### config.mk
export PLATFORM = sky130hd
export DESIGN_NAME = smtp_path_address_extractor_core
export DESIGN_NICKNAME = d
export VERILOG_FILES = /design/src/spae_pkg.sv /design/src/spae_in_stage.sv /design/src/spae_parser.sv /design/src/spae_out_stage.sv /design/src/smtp_path_address_extractor_core.sv
export SDC_FILE = /design/constraint.sdc
export NUM_CORES = 1
export LEC_CHECK = 0
export BUFFER_PORTS_ARGS = -buffer_cell sky130_fd_sc_hd__buf_2
export CORE_MARGIN = 10
export CORE_UTILIZATION = 44
export CTS_CLUSTER_DIAMETER = 100
export DETAILED_ROUTE_END_ITERATION = 6
export GPL_TIMING_DRIVEN = 0
export HOLD_SLACK_MARGIN = 0.15
export PLACE_DENSITY = 0.74
export REMOVE_ABC_BUFFERS = 1
export SETUP_SLACK_MARGIN = 0.02
export SYNTH_ARGS = -nofsm -noshare
export SYNTH_HDL_FRONTEND = slang
export SYNTH_HIERARCHICAL = 1
export SYNTH_SLANG_ARGS = --single-unit
### constraint.sdc
create_clock -name clk -period 3.8 [get_ports clk]
set_clock_uncertainty 0.2 [all_clocks]
set_input_delay 0.57 -clock clk [delete_from_list [all_inputs] [get_ports clk]]
set_output_delay 0.57 -clock clk [all_outputs]
set_load 0.02 [all_outputs]
### src/spae_pkg.sv
`default_nettype none

package spae_pkg;

  // Default path buffer size, terminator included
  localparam int MAX_PATH_LEN_DEF = 256;

  // Parser phase codes
  localparam logic [2:0] PH_LEAD  = 3'd0;
  localparam logic [2:0] PH_BODY  = 3'd1;
  localparam logic [2:0] PH_ROUTE = 3'd2;
  localparam logic [2:0] PH_ESC   = 3'd3;
  localparam logic [2:0] PH_DONE  = 3'd4;

  // Special characters
  localparam logic [7:0] CH_NUL   = 8'h00;
  localparam logic [7:0] CH_AT    = 8'h40;
  localparam logic [7:0] CH_COLON = 8'h3A;
  localparam logic [7:0] CH_DQUOTE = 8'h22;
  localparam logic [7:0] CH_BSLASH = 8'h5C;
  localparam logic [7:0] CH_LT    = 8'h3C;
  localparam logic [7:0] CH_GT    = 8'h3E;
  localparam logic [7:0] CH_SPACE = 8'h20;
  localparam logic [7:0] CH_TAB   = 8'h09;
  localparam logic [7:0] CH_CR    = 8'h0D;
  localparam logic [7:0] CH_TILDE = 8'h7E;

  // One result beat from the parser to the output register
  typedef struct packed {
    logic       vld;
    logic [7:0] data;
    logic       last;
    logic [7:0] length;
  } spae_res_t;

  function automatic logic is_space_byte(input logic [7:0] b);
    is_space_byte = (b == CH_SPACE) || ((b >= CH_TAB) && (b <= CH_CR));
  endfunction

  function automatic logic is_print_byte(input logic [7:0] b);
    is_print_byte = (b >= CH_SPACE) && (b <= CH_TILDE);
  endfunction

endpackage

`default_nettype wire

### src/spae_in_stage.sv
`default_nettype none

module spae_in_stage (
  input  wire logic       clk,
  input  wire logic       rst_n,
  input  wire logic       in_valid,
  output logic            in_ready,
  input  wire logic [7:0] in_byte,
  input  wire logic       adv,
  output logic            s_valid,
  output logic [7:0]      s_byte
);

  logic       valid_r;
  logic [7:0] byte_r;

  // Take a new beat when empty or when the held one moves on
  assign in_ready = !valid_r || adv;
  assign s_valid  = valid_r;
  assign s_byte   = byte_r;

  always_ff @(posedge clk) begin
    if (!rst_n) begin
      valid_r <= 1'b0;
    end else if (in_valid && in_ready) begin
      valid_r <= 1'b1;
    end else if (adv) begin
      valid_r <= 1'b0;
    end
  end

  always_ff @(posedge clk) begin
    if (in_valid && in_ready) begin
      byte_r <= in_byte;
    end
  end

endmodule

`default_nettype wire

### src/spae_parser.sv
`default_nettype none

module spae_parser
  import spae_pkg::*;
#(
  parameter int MAX_PATH_LEN = MAX_PATH_LEN_DEF
) (
  input  wire logic       clk,
  input  wire logic       rst_n,
  input  wire logic       step,
  input  wire logic [7:0] b,
  output spae_res_t       res
);

  localparam int         LIMIT_I = ((MAX_PATH_LEN - 1) > 255) ? 255 : (MAX_PATH_LEN - 1);
  localparam logic [7:0] LIMIT   = 8'(LIMIT_I);

  logic [2:0] phase_r, phase_nxt;
  logic       quoted_r, quoted_nxt;
  logic [7:0] count_r, count_nxt;

  always_comb begin
    logic [2:0] ph;
    logic       go;
    logic       emit;
    logic [7:0] cnt_inc;

    ph         = phase_r;
    go         = 1'b0;
    emit       = 1'b0;
    cnt_inc    = count_r + 8'd1;
    phase_nxt  = phase_r;
    quoted_nxt = quoted_r;
    count_nxt  = count_r;
    res.vld    = 1'b0;
    res.data   = b;
    res.last   = 1'b0;
    res.length = count_r;

    if (step) begin
      if (b == CH_NUL) begin
        // Terminator: report length, rearm for the next path
        res.vld    = 1'b1;
        res.data   = CH_NUL;
        res.last   = 1'b1;
        phase_nxt  = PH_LEAD;
        quoted_nxt = 1'b0;
        count_nxt  = '0;
      end else begin
        go = 1'b1;
        if (phase_r == PH_LEAD) begin
          if (is_space_byte(b)) begin
            go = 1'b0;
          end else begin
            ph = PH_BODY;
          end
        end
        if (go) begin
          phase_nxt = ph;
          unique case (ph)
            PH_BODY: begin
              if (count_r >= LIMIT) begin
                phase_nxt = PH_DONE;
              end else if (b == CH_AT) begin
                if (count_r == 8'd0) begin
                  phase_nxt = PH_ROUTE;
                end else begin
                  emit = 1'b1;
                end
              end else if (b == CH_DQUOTE) begin
                quoted_nxt = !quoted_r;
              end else if (b == CH_BSLASH) begin
                phase_nxt = PH_ESC;
              end else if (!quoted_r && (b == CH_LT)) begin
                emit = 1'b0;
              end else if (!quoted_r && (b == CH_GT)) begin
                phase_nxt = PH_DONE;
              end else begin
                emit = 1'b1;
              end
            end
            PH_ROUTE: begin
              if (b == CH_COLON) begin
                phase_nxt = PH_BODY;
              end
            end
            PH_ESC: begin
              phase_nxt = PH_BODY;
              emit      = 1'b1;
            end
            default: begin
              phase_nxt = ph;
            end
          endcase
          if (emit && is_print_byte(b)) begin
            count_nxt  = cnt_inc;
            res.vld    = 1'b1;
            res.length = cnt_inc;
            if (cnt_inc >= LIMIT) begin
              phase_nxt = PH_DONE;
            end
          end
        end
      end
    end
  end

  always_ff @(posedge clk) begin
    if (!rst_n) begin
      phase_r  <= PH_LEAD;
      quoted_r <= 1'b0;
      count_r  <= '0;
    end else begin
      phase_r  <= phase_nxt;
      quoted_r <= quoted_nxt;
      count_r  <= count_nxt;
    end
  end

`ifndef SYNTHESIS
  a_count_bounded: assert property (@(posedge clk) disable iff (!rst_n)
    count_r <= LIMIT)
    else $error("count beyond limit");

  a_term_rearms: assert property (@(posedge clk) disable iff (!rst_n)
    res.vld && res.last |=> (count_r == 8'd0) && (phase_r == PH_LEAD) && !quoted_r)
    else $error("state not rearmed after terminator");

  a_data_length: assert property (@(posedge clk) disable iff (!rst_n)
    res.vld && !res.last |-> (res.length == count_r + 8'd1))
    else $error("data beat length mismatch");

  a_done_silent: assert property (@(posedge clk) disable iff (!rst_n)
    step && (phase_r == PH_DONE) |-> (!res.vld || res.last))
    else $error("data emitted after path end");
`endif

endmodule

`default_nettype wire

### src/spae_out_stage.sv
`default_nettype none

module spae_out_stage
  import spae_pkg::*;
(
  input  wire logic       clk,
  input  wire logic       rst_n,
  input  spae_res_t       res,
  output logic            out_free,
  output logic            out_valid,
  input  wire logic       out_ready,
  output logic [7:0]      out_byte,
  output logic            out_last,
  output logic [7:0]      out_length
);

  logic       valid_r;
  logic [7:0] byte_r;
  logic       last_r;
  logic [7:0] length_r;

  // Room for a result when empty or the held beat is being taken
  assign out_free   = !valid_r || out_ready;
  assign out_valid  = valid_r;
  assign out_byte   = byte_r;
  assign out_last   = last_r;
  assign out_length = length_r;

  always_ff @(posedge clk) begin
    if (!rst_n) begin
      valid_r <= 1'b0;
    end else if (res.vld) begin
      valid_r <= 1'b1;
    end else if (out_ready) begin
      valid_r <= 1'b0;
    end
  end

  always_ff @(posedge clk) begin
    if (res.vld) begin
      byte_r   <= res.data;
      last_r   <= res.last;
      length_r <= res.length;
    end
  end

endmodule

`default_nettype wire

### src/smtp_path_address_extractor_core.sv
`default_nettype none

// SMTP path address extractor. Feed the bytes of one path on in_byte, closed
// by a zero byte; the cleaned address comes out one beat per kept byte, and
// the zero byte yields a final beat with out_last high, out_byte zero and
// out_length holding the byte count. Leading whitespace is skipped, a source
// route ("@host,@host:") at the start is dropped, quotes are removed,
// backslash escapes keep the next printable byte, angle brackets are
// stripped and anything after '>' is ignored. Paths longer than
// MAX_PATH_LEN-1 bytes (at most 255) are truncated silently. Throughput is
// one input beat per clock: the parser is combinational between the input
// register and the output register, so the only limit is the sink's
// out_ready. An accepted byte goes through the input register, the parser
// and output register. Bytes with no result are absorbed without a beat.
module smtp_path_address_extractor_core
  import spae_pkg::*;
#(
  parameter int MAX_PATH_LEN = MAX_PATH_LEN_DEF
) (
  input  wire logic       clk,
  input  wire logic       rst_n,
  input  wire logic       in_valid,
  output logic            in_ready,
  input  wire logic [7:0] in_byte,
  output logic            out_valid,
  input  wire logic       out_ready,
  output logic [7:0]      out_byte,
  output logic            out_last,
  output logic [7:0]      out_length
);

  logic       s_valid;
  logic [7:0] s_byte;
  logic       out_free;
  logic       adv;
  spae_res_t  res;

  // Advance the held byte through the parser whenever the output has room
  assign adv = s_valid && out_free;

  spae_in_stage u_in (
    .clk      (clk),
    .rst_n    (rst_n),
    .in_valid (in_valid),
    .in_ready (in_ready),
    .in_byte  (in_byte),
    .adv      (adv),
    .s_valid  (s_valid),
    .s_byte   (s_byte)
  );

  spae_parser #(
    .MAX_PATH_LEN (MAX_PATH_LEN)
  ) u_parser (
    .clk   (clk),
    .rst_n (rst_n),
    .step  (adv),
    .b     (s_byte),
    .res   (res)
  );

  spae_out_stage u_out (
    .clk        (clk),
    .rst_n      (rst_n),
    .res        (res),
    .out_free   (out_free),
    .out_valid  (out_valid),
    .out_ready  (out_ready),
    .out_byte   (out_byte),
    .out_last   (out_last),
    .out_length (out_length)
  );

endmodule

`default_nettype wire
==> metrics.md <==
| Metric | Value |
|---|---|
| Status | `finished, final reports clean` |
| LEAKAGE | `0.000882 uW` |
| DRT Wirelength | `4490 um` |
| # IOs | `31` |
| P per Cell Area | `381 nW/um2` |
| H-tree depth | `2` |
| Yosys Warn Count | `6` |
| Die width | `91.2 um` |
| CP Max Fanout | `25` |
| # clock sinks | `39` |
| Drt pass-1 iters | `4` |
| Highest Clock Rate | `318 MHz` |
| GPL Wtd Cong | `0.825` |
| First-pass GRT wire length | `7410 um` |
| Worst-Margin Slew | `982 ps` |
| EDFF count, synth | `25` |
| Antenna violations before repair | `0` |
| Antenna viol nets, final | `0` |
| Cells after Synth | `218` |
| FP Rows | `25` |
| Most common cell after layout, fill and taps aside | `buf_2` |
| # fillers | `478` |
| Share of post-route cells with drive strength above 1 | `0.228` |
| Synth Flop Type | `edfxtp_1` |
| Post-Route Setup TNS | `0 ps` |
| DR WL/cell | `15.0 um` |
| Power after layout | `932 uW` |
| Worst slack at placement | `663 ps` |
| Initial drt markers | `168` |
| Startpoint types | `register` |
| Crit path DAT | `2870 ps` |
| Largest net degree at the start of global routing | `26` |
| DR vias | `1668` |
| #FFs+latches synth | `39` |
| Tmin final | `3140 ps` |
| Final setup viols | `0` |
| Cell Area, Synth | `2230 um2` |
| Max-cap viol count | `0` |
| CTS root buffer | `clkbuf_8` |
| WP data required | `3520 ps` |
| Min-delay worst type | `in2reg` |
| Kind of critical path | `reg2reg` |
| Worst setup margin | `658 ps` |
| Post-CTS resize count | `0` |
| CTS tree | `done` |
| Nets | `246` |
| Port Buffers | `30` |
| Gr ovfl total | `0` |
| Via count of the first global-routing pass | `1552` |
| Avg Inst Size Synth | `10.2 um2` |
| Slew HR | `0.342` |
| # DRC | `0` |
| Peak supply drop | `0.151 mV` |
| Buffer depth of the longest clock path | `2` |
| Most frequent cells in the layout | `buf_2 (30), edfxtp_1 (25), nand3_1 (19), dfxtp_1 (14), nor3_1 (10)` |
| RSZ-0062 raised after global routing | `no` |
| Hold_buf cts | `0` |
| Die ar. | `8310 um2` |
| Fin. Hold Viols | `0` |
| Clock buffer count from CTS | `5` |
| Core Util, Final | `0.508` |
| Clock slew at reported path FFs | `70 ps` |
| Crit end category | `register` |
| Count of pins over their slew limit | `0` |
| Share of synthesized registers carrying an async set or reset | `0` |
| Register area share after synthesis | `0.463` |
| Final HPWL DP | `3120 um` |
| Overall Global Routing Usage | `0.106` |
| Fin crit share | `0.827` |
| Post-CTS Setup Inserts | `0` |
| Area growth syn-to-layout | `9.83%` |
| Initial Utilization | `0.463` |
| DIE HEIGHT | `91.2 um` |
| Core Region | `4820 um2` |
| Netlist cell types | `56` |
| Clock latency on the worst-skew pair | `300 ps` |
| Vias/cell | `5.58` |
| Ant. Diodes | `0` |
==> through the flow <==
stage | instances | instance area [um2] | hold WS (ps)
after global placement | 291 | 2340 | 287
after global routing | 299 | 2450 | 232
after CTS | 299 | 2450 | 237
final | 299 | 2450 | 244
after detailed placement | 291 | 2340 | 292
after floorplan | 194 | 2110 | 292
==> state kept, by name, indices dropped and copies added (netlist names) <==
signal / count
u_in/s_byte: 8
u_out/out_byte: 8
u_out/out_length: 8
u_parser/count_r: 8
u_parser/phase_r: 3
u_in/s_valid: 1
u_out/out_last: 1
u_out/out_valid: 1
u_parser/quoted_r: 1
==> worst max-delay path, stage by stage, from the launching register on <==
cell	delay [ps]
dfxtp_1	430
inv_1	130
ha_1	210
nor4b_1	140
nand3_1	150
nand3b_1	170
o2111ai_4	370
o21ai_0	270
and2_1	710
==> power by group <==
group,internal [uW],switching [uW]
Sequential,472,21.8
Clock,192,143
Combinational,39.2,64.2
==> final cells by class <==
| cell class | count | area, um2 | area share |
|---|---|---|---|
| repair buffers | 30 | 150 | 0.0613 |
| clock buffers | 5 | 68.8 | 0.0281 |
| well taps | 67 | 83.8 | 0.0343 |
| multi-input cells | 146 | 1040 | 0.425 |
| flip-flops and latches | 39 | 1030 | 0.421 |
| inverters | 9 | 33.8 | 0.0138 |
| clock inverters | 3 | 38.8 | 0.0158 |
==> Yosys cell counts (3+ instances only) <==
cell type	number	area, um2
clkbuf_1	15	56.3
ha_1	3	37.5
nand2_1	6	22.5
nand3_1	19	95.1
nor2_1	9	33.8
nand3b_1	4	30.0
nor4b_1	4	35.0
o211ai_1	3	22.5
buf_6	3	33.8
o21ai_0	6	30.0
and2_1	3	18.8
buf_2	5	25.0
a21boi_0	4	30.0
edfxtp_1	25	751
nand4b_1	3	26.3
dfxtp_1	14	280
and3_1	9	56.3
xor2_1	6	52.6
o31a_1	6	52.6
xnor2_1	3	26.3
o31ai_1	3	22.5
nor3_1	10	50.1
inv_1	9	33.8
nor4_1	6	37.5
==> path summary, 6_finish.rpt <==
| check | slack [ps] | depth (start not counted) | from | endpoint |
|---|---|---|---|---|
| hold reg to reg | 300 | 2 | u_out/out_valid | u_out/out_valid |
| setup / recovery | 660 | 8 | u_parser/count_r[0] | u_out/out_length[2] |
| setup reg to reg | 660 | 8 | u_parser/count_r[0] | u_out/out_length[2] |
| hold / removal | 240 | 1 | in_byte[3] | u_in/s_byte[3] |
==> routing by layer <==
metal  global-route usage  wire length, um  up-vias
met3               0.0296              205       10
met1                0.131             2120      785
met2                0.166             2060       40
li1                     -                -      833
met4               0.0548              108        0
met5                    0                0        -
==> cells by family after synthesis <==
logic type / count (synthesis) / share of synthesized area
AO/OA/AOI/OAI: 42 / 0.151
adder cells (fa/ha/maj): 3 / 0.0168
flip-flops: 39 / 0.463
multiplexers: 2 / 0.00955
buffers and inverters: 33 / 0.0702
XOR/XNOR: 9 / 0.0354
AND/OR/NAND/NOR: 90 / 0.254
No activity file was read; power rests on OpenSTA's default activity.
